### config.mk
export PLATFORM = sky130hd
export DESIGN_NAME = fixed_range_mtrr_emulator
export DESIGN_NICKNAME = d
export VERILOG_FILES = /design/src/hw/rtl/frme_pkg.sv /design/src/hw/rtl/frme_store.sv /design/src/hw/rtl/frme_merge.sv /design/src/hw/rtl/fixed_range_mtrr_emulator.sv
export VERILOG_INCLUDE_DIRS = /design/src /design/src/hw/rtl
export SDC_FILE = /design/constraint.sdc
export NUM_CORES = 2
export LEC_CHECK = 0
export ABC_AREA = 1
export BUFFER_PORTS_ARGS = -buffer_cell sky130_fd_sc_hd__buf_4
export CAP_MARGIN = 30
export CORE_MARGIN = 3
export CORE_UTILIZATION = 45
export CTS_BUF_LIST = sky130_fd_sc_hd__clkbuf_4 sky130_fd_sc_hd__clkbuf_8 sky130_fd_sc_hd__clkbuf_16
export CTS_CLUSTER_DIAMETER = 150
export DETAILED_ROUTE_END_ITERATION = 6
export PLACE_DENSITY_LB_ADDON = 0.05
export SETUP_SLACK_MARGIN = 0.1
export SYNTH_ARGS = -nofsm -noshare
export SYNTH_HDL_FRONTEND = slang
export SYNTH_SLANG_ARGS = --single-unit
### constraint.sdc
create_clock -name aclk -period 17.7 [get_ports aclk]
set_input_delay 3.54 -clock aclk [delete_from_list [all_inputs] [get_ports aclk]]
set_output_delay 3.54 -clock aclk [all_outputs]
set_load 0.01 [all_outputs]
### src/hw/rtl/fixed_range_mtrr_emulator_defines.svh
// ----------------------------------------------------------------------------
// fixed_range_mtrr_emulator_defines
// Assertion macros used by the fixed-range MTRR emulator top module.
// ----------------------------------------------------------------------------
`ifndef FIXED_RANGE_MTRR_EMULATOR_DEFINES_SVH
`define FIXED_RANGE_MTRR_EMULATOR_DEFINES_SVH

`ifndef ASSERT_OFF

// condition must hold on every clock edge out of reset
`define ASSERT_ALWAYS(lbl, clk, rstn, cond) \
    lbl: assert property (@(posedge clk) disable iff (!rstn) (cond)) \
        else $error("assertion failed");

// consequent must hold in the cycle after the antecedent
`define ASSERT_NEXT(lbl, clk, rstn, ante, cons) \
    lbl: assert property (@(posedge clk) disable iff (!rstn) (ante) |=> (cons)) \
        else $error("assertion failed");

`else

`define ASSERT_ALWAYS(lbl, clk, rstn, cond)
`define ASSERT_NEXT(lbl, clk, rstn, ante, cons)

`endif

`endif

### src/hw/rtl/frme_pkg.sv
// ----------------------------------------------------------------------------
// frme_pkg
// Types, register numbers and helper functions of the fixed-range MTRR block.
// ----------------------------------------------------------------------------
package frme_pkg;

    localparam int unsigned NUM_FIXED = 11;
    localparam int unsigned WIDX_W    = 4;
    localparam logic [WIDX_W-1:0] LAST_WORD = 4'd10;

    localparam logic [31:0] MSR_CAP       = 32'h0000_00FE;
    localparam logic [31:0] MSR_DEFTYPE   = 32'h0000_02FF;
    localparam logic [31:0] MSR_FIX64K    = 32'h0000_0250;
    localparam logic [31:0] MSR_FIX16K_80 = 32'h0000_0258;
    localparam logic [31:0] MSR_FIX16K_A0 = 32'h0000_0259;
    localparam logic [31:0] MSR_FIX4K_LO  = 32'h0000_0268;
    localparam logic [31:0] MSR_FIX4K_HI  = 32'h0000_026F;

    localparam logic [63:0] ALL_WB        = 64'h0606_0606_0606_0606;
    localparam logic [63:0] DEFTYPE_RESET = 64'h0000_0000_0000_0C00;
    localparam logic [63:0] CAP_RESET     = 64'h0000_0000_0000_0100;
    localparam logic [20:0] LOW_MB        = 21'h10_0000;

    localparam logic [1:0] ACT_READ  = 2'd0;
    localparam logic [1:0] ACT_WRITE = 2'd1;
    localparam logic [1:0] ACT_STEP  = 2'd2;

    localparam logic [2:0] MT_UC = 3'd0;

    localparam int unsigned BIT_E   = 11;
    localparam int unsigned BIT_FE  = 10;
    localparam int unsigned BIT_FIX = 8;

    typedef enum logic [1:0] {
        STAT_OK      = 2'd0,
        STAT_UNKNOWN = 2'd1,
        STAT_BUSY    = 2'd2,
        STAT_NO_WALK = 2'd3
    } status_t;

    typedef enum logic [0:0] {
        FSM_IDLE,
        FSM_EXEC
    } fsm_t;

    typedef struct packed {
        logic              vld;
        logic [WIDX_W-1:0] idx;
    } slot_t;

    // one merged run inside a fixed word
    typedef struct packed {
        logic [7:0] raw;
        logic [3:0] len;
        logic       full;
        logic [2:0] next_sub;
    } run_t;

    function automatic slot_t slot_decode(input logic [31:0] msr);
        slot_t s;
        s.vld = 1'b1;
        s.idx = '0;
        if (msr == MSR_FIX64K) begin
            s.idx = 4'd0;
        end else if (msr == MSR_FIX16K_80) begin
            s.idx = 4'd1;
        end else if (msr == MSR_FIX16K_A0) begin
            s.idx = 4'd2;
        end else if (msr >= MSR_FIX4K_LO && msr <= MSR_FIX4K_HI) begin
            s.idx = {1'b0, msr[2:0]} + 4'd3;
        end else begin
            s.vld = 1'b0;
        end
        return s;
    endfunction

    // WC, WT, WP and WB pass, everything else is UC
    function automatic logic [2:0] translate_type(input logic [7:0] raw);
        logic [2:0] t;
        t = MT_UC;
        if (raw inside {8'd1, 8'd4, 8'd5, 8'd6}) begin
            t = raw[2:0];
        end
        return t;
    endfunction

    function automatic logic [19:0] word_start(input logic [WIDX_W-1:0] w);
        logic [19:0] a;
        case (w)
            4'd0:    a = 20'h00000;
            4'd1:    a = 20'h80000;
            4'd2:    a = 20'hA0000;
            4'd3:    a = 20'hC0000;
            4'd4:    a = 20'hC8000;
            4'd5:    a = 20'hD0000;
            4'd6:    a = 20'hD8000;
            4'd7:    a = 20'hE0000;
            4'd8:    a = 20'hE8000;
            4'd9:    a = 20'hF0000;
            default: a = 20'hF8000;
        endcase
        return a;
    endfunction

    // log2 of the subrange size of a word
    function automatic logic [4:0] sub_shift(input logic [WIDX_W-1:0] w);
        logic [4:0] sh;
        case (w)
            4'd0:       sh = 5'd16;
            4'd1, 4'd2: sh = 5'd14;
            default:    sh = 5'd12;
        endcase
        return sh;
    endfunction

endpackage

### src/hw/rtl/frme_store.sv
// ----------------------------------------------------------------------------
// frme_store
// Fixed-range word memory: one write and one registered read per cycle.
// Entries never written read back as all write-back.
// ----------------------------------------------------------------------------
module frme_store
    import frme_pkg::*;
(
    input  logic              aclk,
    input  logic              aresetn,
    input  logic              rd_en,
    input  logic [WIDX_W-1:0] rd_addr,
    output logic [63:0]       rd_data,
    input  logic              wr_en,
    input  logic [WIDX_W-1:0] wr_addr,
    input  logic [63:0]       wr_data
);

    logic [63:0]          mem [0:NUM_FIXED-1];
    logic [NUM_FIXED-1:0] written_reg;
    logic [63:0]          rd_data_reg;
    logic                 rd_written_reg;

    always_ff @(posedge aclk) begin
        if (wr_en) begin
            mem[wr_addr] <= wr_data;
        end
        if (rd_en) begin
            rd_data_reg <= mem[rd_addr];
        end
    end

    always_ff @(posedge aclk) begin
        if (!aresetn) begin
            written_reg    <= '0;
            rd_written_reg <= 1'b0;
        end else begin
            if (wr_en) begin
                written_reg[wr_addr] <= 1'b1;
            end
            if (rd_en) begin
                rd_written_reg <= written_reg[rd_addr];
            end
        end
    end

    assign rd_data = rd_written_reg ? rd_data_reg : ALL_WB;

endmodule

### src/hw/rtl/frme_merge.sv
// ----------------------------------------------------------------------------
// frme_merge
// Finds the run of equal type bytes in a fixed word from a given subrange.
// ----------------------------------------------------------------------------
module frme_merge
    import frme_pkg::*;
(
    input  logic [63:0] word,
    input  logic [2:0]  sub,
    output run_t        run
);

    logic [7:0] raw;
    logic [7:0] breaks;
    logic [3:0] stop;

    assign raw = word[{sub, 3'b000} +: 8];

    always_comb begin
        for (int k = 0; k < 8; k++) begin
            breaks[k] = (4'(k) > {1'b0, sub}) && (word[8*k +: 8] != raw);
        end
    end

    // first differing byte above the start, or 8 when the run reaches the end
    always_comb begin
        stop = 4'd8;
        for (int k = 7; k >= 0; k--) begin
            if (breaks[k]) begin
                stop = 4'(k);
            end
        end
    end

    always_comb begin
        run.raw      = raw;
        run.len      = stop - {1'b0, sub};
        run.full     = stop[3];
        run.next_sub = stop[2:0];
    end

endmodule

### src/hw/rtl/fixed_range_mtrr_emulator.sv
// ----------------------------------------------------------------------------
// fixed_range_mtrr_emulator
// Fixed-range MTRR register block with a memory-type walk of the low megabyte.
// ----------------------------------------------------------------------------
// Usage:
//   The s_ channel takes one item per request: read, write or walk step.
//   Every accepted item gives exactly one item on the m_ channel.
//   cfg_we/cfg_wdata load the capability word; write it only while idle.
//   Per item, the accept cycle reads the fixed-word memory (one registered
//   read port), the next cycle computes and loads the result register; no
//   new item is taken until that result register has been loaded.
//   A walk step merges equal type bytes of one stored word in its compute cycle.
//   The result register sits apart from the input side: a new item is taken
//   while a result still waits. If the receiver stalls with m_ready low, the
//   following item holds in its compute cycle until the result slot frees.
//   Reset (aresetn low, synchronous) restores the capability word, the
//   default-type word and clears the walk; the fixed words read as
//   write-back until first written, with no clearing pass needed.
// ----------------------------------------------------------------------------
`include "fixed_range_mtrr_emulator_defines.svh"

module fixed_range_mtrr_emulator
    import frme_pkg::*;
(
    input  logic        aclk,
    input  logic        aresetn,
    input  logic        cfg_we,
    input  logic [63:0] cfg_wdata,
    input  logic        s_valid,
    output logic        s_ready,
    input  logic [1:0]  s_action,
    input  logic [31:0] s_msr_address,
    input  logic [63:0] s_write_value,
    output logic        m_valid,
    input  logic        m_ready,
    output logic [63:0] m_read_data,
    output logic [1:0]  m_status,
    output logic        m_region_valid,
    output logic [19:0] m_region_start,
    output logic [20:0] m_region_size,
    output logic [2:0]  m_region_type,
    output logic        m_region_last
);

    fsm_t              state_reg, state_next;
    logic [63:0]       cap_reg;
    logic [63:0]       deftype_reg, deftype_next;
    logic              pending_reg, pending_next;
    logic [WIDX_W-1:0] walk_idx_reg, walk_idx_next;
    logic [2:0]        walk_sub_reg, walk_sub_next;

    logic [1:0]        act_reg;
    logic [31:0]       msr_reg;
    logic [63:0]       wval_reg;
    slot_t             slot_reg;

    logic              m_valid_reg, m_valid_next;
    logic [63:0]       rdata_reg, rdata_next;
    status_t           status_reg, status_next;
    logic              rvalid_reg, rvalid_next;
    logic [19:0]       rstart_reg, rstart_next;
    logic [20:0]       rsize_reg, rsize_next;
    logic [2:0]        rtype_reg, rtype_next;
    logic              rlast_reg, rlast_next;

    logic              accept;
    logic              out_load;
    slot_t             in_slot;
    logic [WIDX_W-1:0] rd_addr;
    logic [63:0]       mem_q;
    logic              mem_we;
    run_t              run;
    logic [4:0]        shift;

    assign accept  = s_valid && s_ready;
    assign in_slot = slot_decode(s_msr_address);
    assign rd_addr = (s_action == ACT_STEP) ? walk_idx_reg : in_slot.idx;

    frme_store u_store (
        .aclk    (aclk),
        .aresetn (aresetn),
        .rd_en   (accept),
        .rd_addr (rd_addr),
        .rd_data (mem_q),
        .wr_en   (mem_we),
        .wr_addr (slot_reg.idx),
        .wr_data (wval_reg)
    );

    frme_merge u_merge (
        .word (mem_q),
        .sub  (walk_sub_reg),
        .run  (run)
    );

    assign shift = sub_shift(walk_idx_reg);

    // captured request and result registers, no reset needed
    always_ff @(posedge aclk) begin
        if (accept) begin
            act_reg  <= s_action;
            msr_reg  <= s_msr_address;
            wval_reg <= s_write_value;
            slot_reg <= in_slot;
        end
        if (out_load) begin
            rdata_reg  <= rdata_next;
            rstart_reg <= rstart_next;
            rsize_reg  <= rsize_next;
            rtype_reg  <= rtype_next;
            rlast_reg  <= rlast_next;
            rvalid_reg <= rvalid_next;
            status_reg <= status_next;
        end
    end

    always_ff @(posedge aclk) begin
        if (!aresetn) begin
            state_reg    <= FSM_IDLE;
            cap_reg      <= CAP_RESET;
            deftype_reg  <= DEFTYPE_RESET;
            pending_reg  <= 1'b0;
            walk_idx_reg <= '0;
            walk_sub_reg <= '0;
            m_valid_reg  <= 1'b0;
        end else begin
            state_reg    <= state_next;
            if (cfg_we) begin
                cap_reg <= cfg_wdata;
            end
            deftype_reg  <= deftype_next;
            pending_reg  <= pending_next;
            walk_idx_reg <= walk_idx_next;
            walk_sub_reg <= walk_sub_next;
            m_valid_reg  <= m_valid_next;
        end
    end

    always_comb begin
        state_next    = state_reg;
        deftype_next  = deftype_reg;
        pending_next  = pending_reg;
        walk_idx_next = walk_idx_reg;
        walk_sub_next = walk_sub_reg;
        m_valid_next  = m_valid_reg && !m_ready;
        out_load      = 1'b0;
        mem_we        = 1'b0;
        rdata_next    = '0;
        status_next   = STAT_OK;
        rvalid_next   = 1'b0;
        rstart_next   = '0;
        rsize_next    = '0;
        rtype_next    = MT_UC;
        rlast_next    = 1'b0;
        s_ready       = (state_reg == FSM_IDLE);

        case (act_reg)
            ACT_READ: begin
                if (msr_reg == MSR_CAP) begin
                    rdata_next = cap_reg;
                end else if (msr_reg == MSR_DEFTYPE) begin
                    rdata_next = deftype_reg;
                end else if (slot_reg.vld) begin
                    rdata_next = mem_q;
                end else begin
                    status_next = STAT_UNKNOWN;
                end
            end
            ACT_WRITE: begin
                if (msr_reg == MSR_DEFTYPE || slot_reg.vld) begin
                    if (pending_reg) begin
                        status_next = STAT_BUSY;
                    end
                end else begin
                    status_next = STAT_UNKNOWN;
                end
            end
            ACT_STEP: begin
                if (!pending_reg) begin
                    status_next = STAT_NO_WALK;
                end else if (!deftype_reg[BIT_E] || !deftype_reg[BIT_FE]
                             || !cap_reg[BIT_FIX]) begin
                    rvalid_next = 1'b1;
                    rsize_next  = LOW_MB;
                    rtype_next  = deftype_reg[BIT_E] ? translate_type(deftype_reg[7:0])
                                                     : MT_UC;
                    rlast_next  = 1'b1;
                end else begin
                    rvalid_next = 1'b1;
                    rstart_next = word_start(walk_idx_reg) + (20'(walk_sub_reg) << shift);
                    rsize_next  = 21'(run.len) << shift;
                    rtype_next  = translate_type(run.raw);
                    rlast_next  = run.full && (walk_idx_reg == LAST_WORD);
                end
            end
            default: begin
            end
        endcase

        case (state_reg)
            FSM_IDLE: begin
                if (accept) begin
                    state_next = FSM_EXEC;
                end
            end
            FSM_EXEC: begin
                if (!m_valid_reg || m_ready) begin
                    out_load     = 1'b1;
                    m_valid_next = 1'b1;
                    state_next   = FSM_IDLE;
                    // state updates commit together with the result
                    if (act_reg == ACT_WRITE && !pending_reg) begin
                        if (msr_reg == MSR_DEFTYPE) begin
                            if (deftype_reg != wval_reg) begin
                                deftype_next  = wval_reg;
                                pending_next  = 1'b1;
                                walk_idx_next = '0;
                                walk_sub_next = '0;
                            end
                        end else if (slot_reg.vld) begin
                            mem_we = 1'b1;
                        end
                    end
                    if (act_reg == ACT_STEP && pending_reg) begin
                        if (rlast_next) begin
                            pending_next  = 1'b0;
                            walk_idx_next = '0;
                            walk_sub_next = '0;
                        end else if (run.full) begin
                            walk_idx_next = walk_idx_reg + 4'd1;
                            walk_sub_next = '0;
                        end else begin
                            walk_sub_next = run.next_sub;
                        end
                    end
                end
            end
            default: begin
                state_next = FSM_IDLE;
            end
        endcase
    end

    assign m_valid        = m_valid_reg;
    assign m_read_data    = rdata_reg;
    assign m_status       = status_reg;
    assign m_region_valid = rvalid_reg;
    assign m_region_start = rstart_reg;
    assign m_region_size  = rsize_reg;
    assign m_region_type  = rtype_reg;
    assign m_region_last  = rlast_reg;

    `ASSERT_ALWAYS(a_run_ok, aclk, aresetn, !(m_valid && m_region_valid) || (m_status == STAT_OK))
    `ASSERT_ALWAYS(a_walk_idx_range, aclk, aresetn, walk_idx_reg <= LAST_WORD)
    `ASSERT_NEXT(a_accept_exec, aclk, aresetn, accept, state_reg == FSM_EXEC)
    `ASSERT_NEXT(a_last_ends_walk, aclk, aresetn, out_load && rlast_next, !pending_reg)

endmodule
==> flow_summary.toml <==
[run_status]
outcome = "completed"

[synth]
netlist_instances = 4114
synth_seq_cells = 1138
post_synth.cell_area_avg_um2 = 11.5
post_synth_xor_area_fraction_pct = 0.704
synthSimpleGateAreaFrac_pct = 12.7
synth_top_family_by_area = "simple AND/OR/NAND/NOR gates"
synth-adder-area-share_pct = 0.561
synth_seq_area_share_pct = 69.0
synth_flop_cell = "sky130_fd_sc_hd__edfxtp_1"
muxShareOfSynthArea_pct = 0
syn-cell-area_mm2 = 0.0473
synth_enable_flop_cells = 983
synth_compound_gate_area_share_pct = 12.4
yosys_warning_count = 0
synth_async_sr_flop_share_pct = 0
synth_cell_types = 50

[clock_tree]
clk_pin_slew_worst_paths_ps = 60
htree_levels = 3
tritoncts = "done"
clk_latency_ps = 730
cts-resized-gates = 0
cts-buffers-inserted = 120
tritoncts_num_sinks = 1138
postCtsSetupBuffers = 0
postCtsHoldBufs = 0
clk_root_buffer_cell = "sky130_fd_sc_hd__clkbuf_16"
cts_max_path_buffers = 3

[timing]
timing.fmax_mhz = 128
final_period_minus_worst_setup_slack_ps = 7820
setup_violations = 0
tightest_slew_ps = 1260
tns_ps = 0
slew_violations = 0
hold_viol = 0
relSlewSlack_pct = 16.1
clock_skew_after_layout_ps = 37.3
post-route-period-util_pct = 44.2
grt_setup_unrepaired = "false"

[placement]
placement.io_buffers = 280
dpl.hpwl_mm = 84.1
detailed_place.area_mm2 = 0.0510
globalplace.congestion = 0.951

[global_routing]
grtUsageTotal_pct = 25.8
first_global_vias = 30800
maximum_number_of_pins_on_one_net_before_global_route_repair = 241
gr-total-overflow = 0
antenna_found_initial = 2
grt_first_pass_wirelength_mm = 208

[setup_path]
reg2regPathDepth = 21
crit-reg2reg-launch = "walk_sub_reg[0]"
worst_setup_path_end_kind = "flip-flop"
worst_setup_path_start_kind = "input pin"
timing.critical_path.arrival_ps = 8270
worst_ep_required_time_ps = 18150
worstPathMaxFanout = 240
endpoint_of_the_worst_register_to_register_path = "m_region_size[15]"
reg2reg_setup_slack_ps = 12970
critical_path_class = "input pin to flip-flop"

[pwr]
power.leakage_nw = 20.6
worst_ir_drop_vdd_mv = 0.0774
power.density_mw_per_mm2 = 109

[floorplanning]
die_width_um = 330
num_io_pins = 281
chipHeight_um = 330
core-area_mm2 = 0.104
start_util_pct = 45.5
design.die.area_mm2 = 0.109
placementRows = 118

[routing]
final_routed_drc_violation_total = 0
vias_per_cell = 5.62
antenna_violating_nets_post_route = 0
route.vias.total = 32900
dr.first_iter.drc_count = 3399
dr.pass1.iters = 6
route.final.wire_length_mm = 143
wl_per_cell_um = 24.5

[min_path]
hold_path_startpoint = "u_store.written_reg[3]"
min_path_type = "flip-flop to flip-flop"
hold_depth = 1
worst_hold_path.endpoint = "u_store.written_reg[3]"

[final_layout]
post_route_design_area_mm2 = 0.0552
layout_commonest_cell = "sky130_fd_sc_hd__edfxtp_1"
ff_latch_area_mm2 = 0.0326
layout-drive-gt1-share_pct = 15.3
layout-area-overhead-vs-synth_pct = 16.8
num-fill-cells = 9089
multi_input_combinational_cell_area_mm2 = 0.0127
finish.net_count = 4545
top_register = "u_store.mem"
largest_reg_flops = 704
layout.cells.most_common_list = "sky130_fd_sc_hd__edfxtp_1, sky130_fd_sc_hd__nand2_1, sky130_fd_sc_hd__nor2_1"

[run]
drv_cap = 0
## through the flow
step / worst slack (ps) / util, % / std cells / hold WS [ps] / total power, mW
5_1_grt: 9550 / 53.1 / 5842 / 474 / 6.21
6_report: 9880 / 53.1 / 5842 / 459 / 6.01
3_3_place_gp: 9400 / 49.0 / 5610 / 445 / 3.43
2_1_floorplan: 5360 / - / 4137 / 435 / 3.27
4_1_cts: 10040 / 53.1 / 5838 / 463 / 6.06
3_5_place_dp: 9320 / 49.0 / 5613 / 449 / 3.43
## worst max-delay path, cell delays in order
cell                       delay, ps
sky130_fd_sc_hd__buf_4           110
sky130_fd_sc_hd__nor2_1           90
sky130_fd_sc_hd__nand2_1          80
sky130_fd_sc_hd__nor2_1           90
sky130_fd_sc_hd__nand2_1         110
sky130_fd_sc_hd__nor2_1          170
sky130_fd_sc_hd__nand4_1         150
sky130_fd_sc_hd__nand3_1         100
sky130_fd_sc_hd__nand2_1          40
sky130_fd_sc_hd__o21ai_0         180
sky130_fd_sc_hd__nand2_4         480
sky130_fd_sc_hd__nand2_4         610
sky130_fd_sc_hd__buf_12          580
sky130_fd_sc_hd__buf_4           820
sky130_fd_sc_hd__a21oi_1         150
sky130_fd_sc_hd__o21ai_0         150
sky130_fd_sc_hd__o211ai_1        140
sky130_fd_sc_hd__nand3_1         130
sky130_fd_sc_hd__nand2_1          50
## cell usage after synthesis (2+ instances only)
library cell,n,area share (%)
sky130_fd_sc_hd__nand4_4,2,0.090
sky130_fd_sc_hd__o21ai_1,3,0.032
sky130_fd_sc_hd__nand2_4,8,0.19
sky130_fd_sc_hd__xnor2_1,19,0.35
sky130_fd_sc_hd__a21oi_1,288,3.0
sky130_fd_sc_hd__nand2_1,474,3.8
sky130_fd_sc_hd__nand4_2,6,0.16
sky130_fd_sc_hd__nand3b_1,4,0.064
sky130_fd_sc_hd__buf_4,2,0.032
sky130_fd_sc_hd__nand2_2,10,0.13
sky130_fd_sc_hd__nor2_1,427,3.4
sky130_fd_sc_hd__xor2_1,19,0.35
sky130_fd_sc_hd__a211oi_1,31,0.49
sky130_fd_sc_hd__ha_1,18,0.48
sky130_fd_sc_hd__clkinv_1,3,0.024
sky130_fd_sc_hd__o31ai_1,2,0.032
sky130_fd_sc_hd__dfxtp_1,155,6.6
sky130_fd_sc_hd__nand3_1,277,2.9
sky130_fd_sc_hd__nor2_2,4,0.053
sky130_fd_sc_hd__fa_1,2,0.085
sky130_fd_sc_hd__buf_6,6,0.14
sky130_fd_sc_hd__nor3b_1,9,0.14
sky130_fd_sc_hd__a21oi_2,7,0.13
sky130_fd_sc_hd__a221oi_1,56,1.0
sky130_fd_sc_hd__o21ai_2,2,0.037
sky130_fd_sc_hd__clkbuf_1,206,1.6
sky130_fd_sc_hd__o21a_1,11,0.17
sky130_fd_sc_hd__nand4_1,21,0.28
sky130_fd_sc_hd__o21ai_0,380,4.0
sky130_fd_sc_hd__nor4_1,7,0.093
sky130_fd_sc_hd__o221a_2,2,0.048
sky130_fd_sc_hd__a31oi_1,8,0.11
sky130_fd_sc_hd__buf_1,29,0.23
sky130_fd_sc_hd__nor3_1,68,0.72
sky130_fd_sc_hd__edfxtp_1,983,62
sky130_fd_sc_hd__nand3_2,11,0.23
sky130_fd_sc_hd__nor2_4,2,0.048
sky130_fd_sc_hd__inv_1,302,2.4
sky130_fd_sc_hd__o22ai_1,4,0.053
sky130_fd_sc_hd__inv_2,12,0.095
sky130_fd_sc_hd__o211ai_1,198,3.1
sky130_fd_sc_hd__buf_2,7,0.074
sky130_fd_sc_hd__or2_2,22,0.29
## how the worst max path moves through the flow
stage / start / endpoint / slack [ps]
4_1_cts: s_msr_address[24] / u_store.rd_data_reg[41] / 10040
3_3_place_gp: s_msr_address[29] / u_store.rd_data_reg[34] / 9400
5_1_grt: s_msr_address[24] / u_store.rd_data_reg[34] / 9550
3_5_place_dp: s_msr_address[24] / u_store.rd_data_reg[41] / 9320
2_1_floorplan: m_ready / u_store.mem[10][0] / 5360
6_report: s_msr_address[24] / u_store.rd_data_reg[41] / 9880
## power by group
group          internal, mW  switching [mW]  total [mW]
Combinational         0.110           0.230       0.339
Clock                  1.59            1.05        2.64
Sequential             2.98          0.0564        3.04
## final cells by class
type | instances | share of cell area [%]
diodes | 1 | 0.00453
clock buffers | 173 | 6.36
clock inverters | 52 | 1.23
inverters | 317 | 2.16
multi-input cells | 2432 | 23.0
flip-flops and latches | 1138 | 59.1
well taps | 1380 | 3.13
repair buffers | 349 | 5.05
## layer usage
layer | vias to the layer above | share of wire, % | global-route usage (%)
met2 | 1251 | 45 | 39.5
li1 | 15200 | - | -
met4 | 0 | 2.7 | 7.40
met5 | - | 0 | 0
met1 | 16100 | 45 | 38.3
met3 | 220 | 7.4 | 4.12
## logic make-up (layout without fill, tap and decap cells)
logic type | count (synthesis) | after routing
xor gates and xnor gates | 38 | 38
other | 1 | 25
DFF | 1138 | 1138
and+or+nand+nor | 1356 | 1356
buffers and inverters | 567 | 891
adders and majority gates | 20 | 20
AOI/OAI and AO/OA | 994 | 994
(Power assumes the default switching activity.)
